## src/sv/serial_command_frame_parser_unit_assert.svh

```systemverilog
// Assertion macros used by the frame parser RTL.
`ifndef SERIAL_COMMAND_FRAME_PARSER_UNIT_ASSERT_SVH
`define SERIAL_COMMAND_FRAME_PARSER_UNIT_ASSERT_SVH

// Same-cycle implication, sampled on clk, off during reset.
`define SCFP_ASSERT_NOW(label, ante, cons) \
  label: assert property (@(posedge clk) disable iff (rst) (ante) |-> (cons)) \
    else $error("frame parser check failed");

// Next-cycle implication, sampled on clk, off during reset.
`define SCFP_ASSERT_NEXT(label, ante, cons) \
  label: assert property (@(posedge clk) disable iff (rst) (ante) |=> (cons)) \
    else $error("frame parser check failed");

`endif

```

## src/sv/scfp_pkg.sv

```systemverilog
// Package: constants and types of the serial command frame parser.
`timescale 1ns / 1ps

package scfp_pkg;

  // Argument bytes kept per frame; commands read only the first ARGS_USED.
  localparam int STORED_ARGS = 8;
  localparam int ARG_IDX_W   = (STORED_ARGS > 1) ? $clog2(STORED_ARGS) : 1;
  localparam int ARGS_USED   = 5;

  // Parse phases
  localparam logic [2:0] PH_START = 3'd0;
  localparam logic [2:0] PH_CMD   = 3'd1;
  localparam logic [2:0] PH_LEN   = 3'd2;
  localparam logic [2:0] PH_ARGS  = 3'd3;
  localparam logic [2:0] PH_CHECK = 3'd4;

  // Frame status codes
  localparam logic [2:0] ST_NONE    = 3'd0;
  localparam logic [2:0] ST_APPLIED = 3'd1;
  localparam logic [2:0] ST_BADCHK  = 3'd2;
  localparam logic [2:0] ST_SHORT   = 3'd3;
  localparam logic [2:0] ST_UNKNOWN = 3'd4;

  // Configuration register indexes
  localparam logic [2:0] REG_START_BYTE   = 3'd0;
  localparam logic [2:0] REG_OP_LED       = 3'd1;
  localparam logic [2:0] REG_OP_ADC       = 3'd2;
  localparam logic [2:0] REG_OP_DAC       = 3'd3;
  localparam logic [2:0] REG_OP_SERIAL    = 3'd4;
  localparam logic [2:0] REG_OP_SD        = 3'd5;
  localparam logic [2:0] REG_CHECK_ENABLE = 3'd6;

  // Minimum argument counts per command
  localparam logic [7:0] LED_ARGS    = 8'd2;
  localparam logic [7:0] ADC_ARGS    = 8'd5;
  localparam logic [7:0] DAC_ARGS    = 8'd3;
  localparam logic [7:0] SERIAL_ARGS = 8'd1;
  localparam logic [7:0] SD_ARGS     = 8'd1;

  localparam logic [31:0] PERIOD_LIMIT = 32'd1000000000;
  localparam logic [29:0] PERIOD_RESET = 30'd1000;
  localparam logic [7:0]  LED_COUNT    = 8'd4;
  localparam logic [7:0]  CHANNEL_COUNT = 8'd8;

  typedef struct packed {
    logic [7:0] start_byte;
    logic [7:0] op_led;
    logic [7:0] op_adc;
    logic [7:0] op_dac;
    logic [7:0] op_serial;
    logic [7:0] op_sd;
    logic       check_enable;
  } cfg_t;

  // Completed frame handed to the decoder
  typedef struct packed {
    logic [7:0]                     command;
    logic [7:0]                     arg_length;
    logic [ARGS_USED-1:0][7:0]      args;
    logic [7:0]                     xor_final;
  } frame_t;

  // Decoder verdict and register updates
  typedef struct packed {
    logic [2:0]  status;
    logic        led_write;
    logic [1:0]  led_index;
    logic        led_on;
    logic        channel_we;
    logic [2:0]  channel;
    logic        period_we;
    logic [29:0] period;
    logic        print_we;
    logic        print_val;
    logic        sd_we;
    logic        sd_val;
  } apply_t;

endpackage

```

## src/sv/scfp_apply.sv

```systemverilog
// Frame decoder: checks the XOR and turns a completed frame into updates.
`timescale 1ns / 1ps

module scfp_apply (
  input  scfp_pkg::cfg_t   cfg,
  input  scfp_pkg::frame_t frame,
  output scfp_pkg::apply_t result
);

  logic [31:0] period_le;

  assign period_le = {frame.args[4], frame.args[3], frame.args[2], frame.args[1]};

  always_comb begin
    result = '0;
    result.status = scfp_pkg::ST_UNKNOWN;
    result.channel = frame.args[0][2:0];
    result.period = period_le[29:0];
    result.print_val = (frame.args[0] != 8'd0);
    result.sd_val = (frame.args[0] != 8'd0);
    priority if (cfg.check_enable && frame.xor_final != 8'd0) begin
      result.status = scfp_pkg::ST_BADCHK;
    end else if (frame.command == cfg.op_led) begin
      if (frame.arg_length < scfp_pkg::LED_ARGS) begin
        result.status = scfp_pkg::ST_SHORT;
      end else begin
        result.status = scfp_pkg::ST_APPLIED;
        // LED numbers above three are applied but drive nothing
        if (frame.args[0] < scfp_pkg::LED_COUNT) begin
          result.led_write = 1'b1;
          result.led_index = frame.args[0][1:0];
          result.led_on = (frame.args[1] != 8'd0);
        end
      end
    end else if (frame.command == cfg.op_adc) begin
      if (frame.arg_length < scfp_pkg::ADC_ARGS) begin
        result.status = scfp_pkg::ST_SHORT;
      end else begin
        result.status = scfp_pkg::ST_APPLIED;
        result.channel_we = (frame.args[0] < scfp_pkg::CHANNEL_COUNT);
        result.period_we = (period_le != 32'd0) && (period_le < scfp_pkg::PERIOD_LIMIT);
      end
    end else if (frame.command == cfg.op_dac) begin
      result.status = (frame.arg_length < scfp_pkg::DAC_ARGS) ?
                      scfp_pkg::ST_SHORT : scfp_pkg::ST_APPLIED;
    end else if (frame.command == cfg.op_serial) begin
      if (frame.arg_length < scfp_pkg::SERIAL_ARGS) begin
        result.status = scfp_pkg::ST_SHORT;
      end else begin
        result.status = scfp_pkg::ST_APPLIED;
        result.print_we = 1'b1;
      end
    end else if (frame.command == cfg.op_sd) begin
      if (frame.arg_length < scfp_pkg::SD_ARGS) begin
        result.status = scfp_pkg::ST_SHORT;
      end else begin
        result.status = scfp_pkg::ST_APPLIED;
        result.sd_we = 1'b1;
      end
    end else begin
      result.status = scfp_pkg::ST_UNKNOWN;
    end
  end

endmodule

```

## src/sv/serial_command_frame_parser_unit.sv

```systemverilog
// Top level: serial command frame parser with config port and result register.
//
// Input channel: in_valid/in_ready carry one received byte (rx_byte) per request.
// Output channel: out_valid/out_ready carry exactly one result per input byte:
// frame flags, frame status, an LED set request and the current ADC channel,
// ADC period, print flag and SD flag as they stand after that byte.
// The result of a byte is registered at the edge that accepts the byte.
// Throughput: one byte per cycle while results are taken. The parse state and
// the result register are updated at the edge that accepts the byte, so bytes
// may stream back to back. When the receiver stalls, the held result keeps
// in_ready low until it is taken; in_ready = !out_valid || out_ready, so a
// result taken in a cycle frees the slot for a new byte in that same cycle.
// Configuration: cfg_write/cfg_index/cfg_data write one register per cycle;
// write only while no result is pending.
// Reset (rst, synchronous): parser waits for a start byte, config registers
// take their defaults, ADC channel 0, period 1000, print on, SD off, and the
// output register is empty.
`timescale 1ns / 1ps

module serial_command_frame_parser_unit (
  input  logic        clk,
  input  logic        rst,
  input  logic        cfg_write,
  input  logic [2:0]  cfg_index,
  input  logic [7:0]  cfg_data,
  input  logic        in_valid,
  output logic        in_ready,
  input  logic [7:0]  rx_byte,
  output logic        out_valid,
  input  logic        out_ready,
  output logic        in_frame,
  output logic        frame_end,
  output logic [2:0]  status,
  output logic        led_write,
  output logic [1:0]  led_index,
  output logic        led_on,
  output logic [2:0]  adc_channel,
  output logic [29:0] adc_period,
  output logic        print_enable,
  output logic        sd_enable
);

  scfp_pkg::cfg_t   cfg;
  scfp_pkg::frame_t frame;
  scfp_pkg::apply_t verdict;

  logic [2:0]  parse_phase, parse_phase_next;
  logic [7:0]  frame_command, frame_command_next;
  logic [7:0]  arg_length, arg_length_next;
  logic [7:0]  arg_count, arg_count_next;
  logic [7:0]  running_xor, running_xor_next;
  logic [2:0]  channel_reg, channel_reg_next;
  logic [29:0] period_reg, period_reg_next;
  logic        print_flag, print_flag_next;
  logic        sd_flag, sd_flag_next;
  logic        frame_active, frame_active_next;
  logic [7:0]  arg_store [scfp_pkg::STORED_ARGS];

  logic        accept;
  logic        store_we;
  logic        is_check;

  assign in_ready = !out_valid || out_ready;
  assign accept   = in_valid && in_ready;

  // Config registers
  always_ff @(posedge clk) begin
    if (rst) begin
      cfg.start_byte   <= 8'd126;
      cfg.op_led       <= 8'd1;
      cfg.op_adc       <= 8'd2;
      cfg.op_dac       <= 8'd3;
      cfg.op_serial    <= 8'd4;
      cfg.op_sd        <= 8'd5;
      cfg.check_enable <= 1'b1;
    end else if (cfg_write) begin
      unique case (cfg_index)
        scfp_pkg::REG_START_BYTE:   cfg.start_byte <= cfg_data;
        scfp_pkg::REG_OP_LED:       cfg.op_led <= cfg_data;
        scfp_pkg::REG_OP_ADC:       cfg.op_adc <= cfg_data;
        scfp_pkg::REG_OP_DAC:       cfg.op_dac <= cfg_data;
        scfp_pkg::REG_OP_SERIAL:    cfg.op_serial <= cfg_data;
        scfp_pkg::REG_OP_SD:        cfg.op_sd <= cfg_data;
        scfp_pkg::REG_CHECK_ENABLE: cfg.check_enable <= cfg_data[0];
        default: ;
      endcase
    end
  end

  // Frame as it stands when the check byte arrives
  always_comb begin
    frame.command    = frame_command;
    frame.arg_length = arg_length;
    frame.xor_final  = running_xor ^ rx_byte;
    for (int i = 0; i < scfp_pkg::ARGS_USED; i++) begin
      frame.args[i] = arg_store[i];
    end
  end

  scfp_apply u_apply (
    .cfg    (cfg),
    .frame  (frame),
    .result (verdict)
  );

  always_comb begin
    parse_phase_next   = parse_phase;
    frame_command_next = frame_command;
    arg_length_next    = arg_length;
    arg_count_next     = arg_count;
    running_xor_next   = running_xor;
    channel_reg_next   = channel_reg;
    period_reg_next    = period_reg;
    print_flag_next    = print_flag;
    sd_flag_next       = sd_flag;
    frame_active_next  = frame_active;
    store_we           = 1'b0;
    is_check           = 1'b0;
    unique case (parse_phase)
      scfp_pkg::PH_START: begin
        if (rx_byte == cfg.start_byte) begin
          frame_active_next = 1'b1;
          running_xor_next  = rx_byte;
          parse_phase_next  = scfp_pkg::PH_CMD;
        end
      end
      scfp_pkg::PH_CMD: begin
        frame_command_next = rx_byte;
        running_xor_next   = running_xor ^ rx_byte;
        parse_phase_next   = scfp_pkg::PH_LEN;
      end
      scfp_pkg::PH_LEN: begin
        arg_length_next  = rx_byte;
        arg_count_next   = 8'd0;
        running_xor_next = running_xor ^ rx_byte;
        // zero-length frame goes straight to the check byte
        parse_phase_next = (rx_byte != 8'd0) ? scfp_pkg::PH_ARGS : scfp_pkg::PH_CHECK;
      end
      scfp_pkg::PH_ARGS: begin
        store_we         = (arg_count < 8'(scfp_pkg::STORED_ARGS));
        running_xor_next = running_xor ^ rx_byte;
        arg_count_next   = arg_count + 8'd1;
        if (arg_count_next == arg_length) begin
          parse_phase_next = scfp_pkg::PH_CHECK;
        end
      end
      scfp_pkg::PH_CHECK: begin
        is_check          = 1'b1;
        running_xor_next  = running_xor ^ rx_byte;
        parse_phase_next  = scfp_pkg::PH_START;
        frame_active_next = 1'b0;
        if (verdict.channel_we) channel_reg_next = verdict.channel;
        if (verdict.period_we)  period_reg_next  = verdict.period;
        if (verdict.print_we)   print_flag_next  = verdict.print_val;
        if (verdict.sd_we)      sd_flag_next     = verdict.sd_val;
      end
      default: begin
        parse_phase_next  = scfp_pkg::PH_START;
        frame_active_next = 1'b0;
      end
    endcase
  end

  always_ff @(posedge clk) begin
    if (rst) begin
      parse_phase   <= scfp_pkg::PH_START;
      frame_command <= 8'd0;
      arg_length    <= 8'd0;
      arg_count     <= 8'd0;
      running_xor   <= 8'd0;
      channel_reg   <= 3'd0;
      period_reg    <= scfp_pkg::PERIOD_RESET;
      print_flag    <= 1'b1;
      sd_flag       <= 1'b0;
      frame_active  <= 1'b0;
    end else if (accept) begin
      parse_phase   <= parse_phase_next;
      frame_command <= frame_command_next;
      arg_length    <= arg_length_next;
      arg_count     <= arg_count_next;
      running_xor   <= running_xor_next;
      channel_reg   <= channel_reg_next;
      period_reg    <= period_reg_next;
      print_flag    <= print_flag_next;
      sd_flag       <= sd_flag_next;
      frame_active  <= frame_active_next;
    end
  end

  // Argument bytes past the stored depth only feed the XOR
  always_ff @(posedge clk) begin
    if (accept && store_we) begin
      arg_store[arg_count[scfp_pkg::ARG_IDX_W-1:0]] <= rx_byte;
    end
  end

  // Result register
  always_ff @(posedge clk) begin
    if (rst) begin
      out_valid <= 1'b0;
    end else if (accept) begin
      out_valid <= 1'b1;
    end else if (out_ready) begin
      out_valid <= 1'b0;
    end
  end

  always_ff @(posedge clk) begin
    if (accept) begin
      in_frame     <= frame_active_next;
      frame_end    <= is_check;
      status       <= is_check ? verdict.status : scfp_pkg::ST_NONE;
      led_write    <= is_check && verdict.led_write;
      led_index    <= is_check ? verdict.led_index : 2'd0;
      led_on       <= is_check && verdict.led_on;
      adc_channel  <= channel_reg_next;
      adc_period   <= period_reg_next;
      print_enable <= print_flag_next;
      sd_enable    <= sd_flag_next;
    end
  end

`include "serial_command_frame_parser_unit_assert.svh"

  `SCFP_ASSERT_NOW(a_status_only_at_end, out_valid && !frame_end, status == scfp_pkg::ST_NONE && !led_write)
  `SCFP_ASSERT_NOW(a_led_needs_applied, out_valid && led_write, status == scfp_pkg::ST_APPLIED)
  `SCFP_ASSERT_NOW(a_end_closes_frame, out_valid && frame_end, !in_frame)
  `SCFP_ASSERT_NEXT(a_check_ends_frame, accept && parse_phase == scfp_pkg::PH_CHECK, parse_phase == scfp_pkg::PH_START && !frame_active)

endmodule

```

## config.mk

```make
export PLATFORM = sky130hd
export DESIGN_NAME = serial_command_frame_parser_unit
export DESIGN_NICKNAME = d
export VERILOG_FILES = /design/src/sv/scfp_pkg.sv /design/src/sv/scfp_apply.sv /design/src/sv/serial_command_frame_parser_unit.sv
export VERILOG_INCLUDE_DIRS = /design/src /design/src/sv
export SDC_FILE = /design/constraint.sdc
export NUM_CORES = 1
export LEC_CHECK = 0
export BUFFER_PORTS_ARGS = -buffer_cell sky130_fd_sc_hd__buf_4
export CELL_PAD_IN_SITES_DETAIL_PLACEMENT = 1
export CELL_PAD_IN_SITES_GLOBAL_PLACEMENT = 2
export CORE_ASPECT_RATIO = 1.4
export CORE_MARGIN = 8
export CORE_UTILIZATION = 43
export DETAILED_ROUTE_END_ITERATION = 6
export PLACE_DENSITY = 0.91
export REMOVE_ABC_BUFFERS = 1
export SKIP_LAST_GASP = 1
export SYNTH_ARGS = -nofsm -noshare
export SYNTH_HDL_FRONTEND = slang
export SYNTH_SLANG_ARGS = --single-unit
```

## constraint.sdc

```tcl
create_clock -name clk -period 6 [get_ports clk]
set_clock_uncertainty 0.05 [all_clocks]
set_input_delay 0.9 -clock clk [delete_from_list [all_inputs] [get_ports clk]]
set_output_delay 0.9 -clock clk [all_outputs]
set_load 0.02 [all_outputs]
```

# Word level (Yosys, flattened, before mapping)
# Memory sizes are Yosys's and may differ from the RTL's.
# Index checks and enable logic that the tools add are counted.
[totals] mem_count=1 input_bits=24 latchBits=0 mem_bits_rw=64 elab_cells=152 regBits=165 mem_bits_ro=0 output_inout_bits=46
[classes] add_sub_neg=1 div_mod_pow=0 n_mul=0 shift=0 n_bitwise=4 magnitude_cmp=8 muxes=56 n_reduce_logical=34 eq_ne=19
[mem_list] memory="arg_store" words=8 width=8 rd=5 rd_clocked_by_memory_dff=0 wr=1 line="serial_command_frame_parser_unit.sv:57" source="logic [7:0] arg_store [scfp_pkg::STORED_ARGS];"
[op_table] op="30-bit 2-to-1 mux" n=2
[op_table] op="8-bit == test" n=7
[op_table] op="32-bit by 30-bit < comparator with 1-bit output, second input constant" n=1
[op_table] op="8-bit case mux with 2 select lines" n=2
[op_table] op="32-bit nonzero test" n=1
[op_table] op="8-bit nonzero test" n=4
[op_table] op="1-bit 2-to-1 mux" n=30
[op_table] op="3-bit 2-to-1 mux" n=10
[op_table] op="2-bit AND reduction" n=10
[op_table] op="8-bit by 2-bit < comparator with 1-bit output, second input constant" n=2
[op_table] op="8-bit by 3-bit < comparator with 1-bit output, second input constant" n=2
[op_table] op="8-bit by 4-bit < comparator with 1-bit output, second input constant" n=2
[op_table] op="3-bit by 2-bit == test with 1-bit output, second input constant" n=4
[op_table] op="3-bit == test, second input constant" n=4
[op_table] op="4-bit 2-to-1 mux" n=3
[op_table] op="3-bit case mux with 4 select lines" n=1
[op_table] op="2-bit 2-to-1 mux" n=5
[op_table] op="8-bit by 1-bit adder with 8-bit output, second input constant" n=1
[op_table] op="8-bit by 1-bit < comparator with 1-bit output, second input constant" n=1
[op_table] op="8-bit 2-to-1 mux" n=1
[op_table] op="8-bit bitwise XOR" n=1
[op_table] op="3-bit by 1-bit == test with 1-bit output, second input constant" n=2
[op_table] op="1-bit logical AND" n=6
[op_table] op="3-bit zero test" n=2
[op_table] op="12 further kinds" n=18

# Logic depth before layout (Yosys ltp)
[depth] word_depth=10 depth_mapped=9 depth_no_buf=7

# Modules after synthesis
# From an unflattened synthesis, not the netlist that was laid out.
[hier_totals] cells_unflattened=934 area_unflattened_um2=9372.7
[by_module_without_submodules] module="serial_command_frame_parser_unit" cells_each=776 seq_area_each_um2=4944.7 instances=1 area_each_um2=8235.4
[by_module_without_submodules] module="scfp_apply" cells_each=158 seq_area_each_um2=0.0 instances=1 area_each_um2=1137.3

# Worst setup path before layout
# OpenSTA, ideal clock, no wires.
[synth_path] kind="input to register" startpoint="input out_ready" endpoint="register adc_channel[0], enable pin" stages=5 n_path_buf=2 setup_time_ns=0.425 slack_ns=2.453 arrival_ns=3.071 required_ns=5.525 path_cell_list="nand2b_1 > nand2_1 > inv_1 > clkbuf_1 > clkbuf_1"
[synth_via] elab_chain_cells=2
[synth_rtl] element="start: declaration" line="serial_command_frame_parser_unit.sv:30" source="input logic out_ready,"
[synth_rtl] element="1-bit logical OR" line="serial_command_frame_parser_unit.sv:63" source="assign in_ready = !out_valid || out_ready;"
[synth_rtl] element="1-bit logical AND" line="serial_command_frame_parser_unit.sv:64" source="assign accept = in_valid && in_ready;"
[synth_rtl] element="net accept" line="serial_command_frame_parser_unit.sv:59" source="logic accept;"
[synth_rtl] element="end signal: assignment" line="serial_command_frame_parser_unit.sv:216" source="adc_channel <= channel_reg_next;"
[synth_rtl] element="end: declaration" line="serial_command_frame_parser_unit.sv:37" source="output logic [2:0] adc_channel,"
# The timed path passes the listed nets, and every way through them passes these cells.
# A chain may end at the register's enable or synchronous reset.

==> results.toml <==
[floorplan]
rows = 64
start_util = 0.433
die_w_um = 141
coreArea_mm2 = 0.0216
die_h_um = 191
io_pins = 70
die_area_mm2 = 0.0268

[worst_setup_path]
rr_endpoint = "adc_period[27]"
arrival_ns = 3.44
worstSetupStartpoint = "arg_store[1][1]"
crit_required_ns = 6.19
r2r_slack_ns = 2.75
reg2reg_depth = 6
crit_type = "reg2reg"
setup.worst_path.start_class = "flop"
crit_path_end = "adc_period[27]"
end_kind = "flop"
worstReg2RegStart = "arg_store[1][1]"
path_max_fanout = 30

[route]
via_count = 6912
routedWlPerCell_um = 20.8
drt_iter0_drc = 314
met1Wirelength_um = 10100
post_drt_via_cell_ratio = 5.75
top_layer_used = "met4"
drc = 0
drt_pre_antenna_iters = 4
wl_met2_um = 13300
wl_um = 25100
ant_nets = 0
met3_length_um = 938

[cts]
ctsHtreeMaxLevel = 1
numCtsBuffers = 21
path_clk_slew_ns = 0.06
clock_path_buffers = 3
cts_root_buf = "clkbuf_16"
hold_buffers = 0
post_cts_buffers = 0
cts_num_sinks = 205
clk_latency_ns = 0.50
cts.repair.resized = 0
cts_tree = "done"

[status]
status = "complete, no violations"

[grt]
grt_pass1_vias = 7262
grt_max_degree = 59
grt_remaining_overflow = 0
grt_pass1_wl_um = 40100
grt_usage = 0.185
grt_antenna_before_repair = 0

[synthesis]
synthArstFlopShare = 0
synth_cell_types = 59
synth_seq_cells = 205
synthesis.area_mm2 = 0.00937
synth_cells = 892
postSynthAreaPerCell_um2 = 10.5
ys_seq_area_frac = 0.528
synth_enable_flop_cells = 84
synthFlopType = "dfxtp_1"
synth-warning-count = 0

[sta]
period_share = 0.541
setup-violations-final = 0
max-slew-margin-rel = 0.212
final-hold-violation-count = 0
fin_crit_ns = 3.25
rsz0062_at_grt = "no"
holdWs_ns = 0.416
max_freq_mhz = 308
fin_tns_setup_ns = 0
slew_violations = 0
tightest_slew_ns = 1.18

[layout]
antenna_cells = 0
syn2layout_area_growth_pct = 12.9
regMostFlops = "cfg"
largest_reg_flops = 49
drive_gt1_frac = 0.179
final_nets = 949
final_common_cell = "dfxtp_1"
layout.cells.most_common_list = "121 x dfxtp_1, 120 x nand2_1, 84 x edfxtp_1, 77 x buf_4, 71 x a21oi_1"

[worst_hold_path]
hold_path_class = "reg2reg"

[run]
maxCapViolations = 0

[power]
powerDensity_mw_per_mm2 = 266
cellLeakagePower_nw = 3.89
vdd_ir_drop_max_mv = 0.157

[placed_design]
gp_congestion = 0.788
io_buffer_count = 69
dp_hpwl_um = 16900
cell families after synthesis:
logic type | Yosys count | synth area share
DFF | 205 | 0.528
and+or+nand+nor | 307 | 0.168
adders and majority gates | 1 | 0.00134
xor gates and xnor gates | 66 | 0.0617
muxes | 60 | 0.0807
AOI/OAI and AO/OA | 179 | 0.124
buffers and inverters | 74 | 0.0375
critical path, cell delays in order (launching register included):
cell and delay, ns:
edfxtp_1 0.46, nor4_1 0.69, nand4_1 0.23, o21ai_0 0.41, a31o_2 0.23, or4_4 0.54, mux2_4 0.36
synth_stat cells, types with 4 or more instances:
cell type    n  share of area
nand3_1     19          0.010
o31ai_1     15          0.012
o21ai_1      4         0.0021
inv_1        5         0.0020
nand2_1    121          0.048
nor3_1      11         0.0059
o21ai_0     19          0.010
nand4_1     33          0.022
nor2b_1      7         0.0047
o31ai_2     12          0.016
dfxtp_1    121           0.26
clkbuf_1    46          0.018
nor2_1      45          0.018
o22ai_1      8         0.0053
xnor2_1     14          0.013
mux2_4      30          0.048
xor2_1      52          0.049
a31oi_1     18          0.012
buf_2       11         0.0059
buf_6        8         0.0096
nor4_1      25          0.017
mux2_2       4         0.0048
and2_1       8         0.0053
edfxtp_1    84           0.27
mux2i_1     26          0.028
nor4_2       4         0.0053
a21oi_1     71          0.038
a211oi_1    13          0.010
and3_1       5         0.0033
power by group:
part	leakage (nW)	switching, W	internal (W)
combinational	1.84	0.000107	0.0000481
clock	0.293	0.000523	0.000661
sequential	1.76	0.00000967	0.00147
worst min-delay path by stage:
stage	startpoint	to	slack, ns	cells after the start
after floorplan	channel_reg[0]	channel_reg[0]	0.39	2
after global placement	cfg[9]	cfg[9]	0.40	2
after detailed placement	cfg[16]	cfg[16]	0.41	2
after CTS	cfg[16]	cfg[16]	0.42	2
after global routing	cfg[8]	cfg[8]	0.43	2
final	cfg[16]	cfg[16]	0.42	2
through the flow:
stage,util,power (W),cells,setup WS (ns),cell area (µm²)
2_1_floorplan,-,0.00158,824,1.77,9040
3_3_place_gp,0.461,0.00166,1165,2.44,9980
3_5_place_dp,0.461,0.00167,1165,2.32,9980
4_1_cts,0.489,0.00284,1202,2.74,10600
5_1_grt,0.489,0.00291,1202,2.60,10600
6_report,0.489,0.00282,1202,2.75,10600
final cells by class:
class / count / area, µm²
Fill cell: 2350 / 11000
Sequential cell: 205 / 4940
Inverter: 6 / 22.5
Clock buffer: 32 / 577
Clock inverter: 5 / 22.5
Timing Repair Buffer: 77 / 578
Tap cell: 264 / 330
Multi-Input combinational cell: 613 / 4100
per-layer routing:
layer,track usage,vias to the layer above
met5,0,-
met4,0.0688,0
met3,0.0276,48
met2,0.345,125
met1,0.208,3431
li1,-,3308
Power figures use the tool's default switching activity.
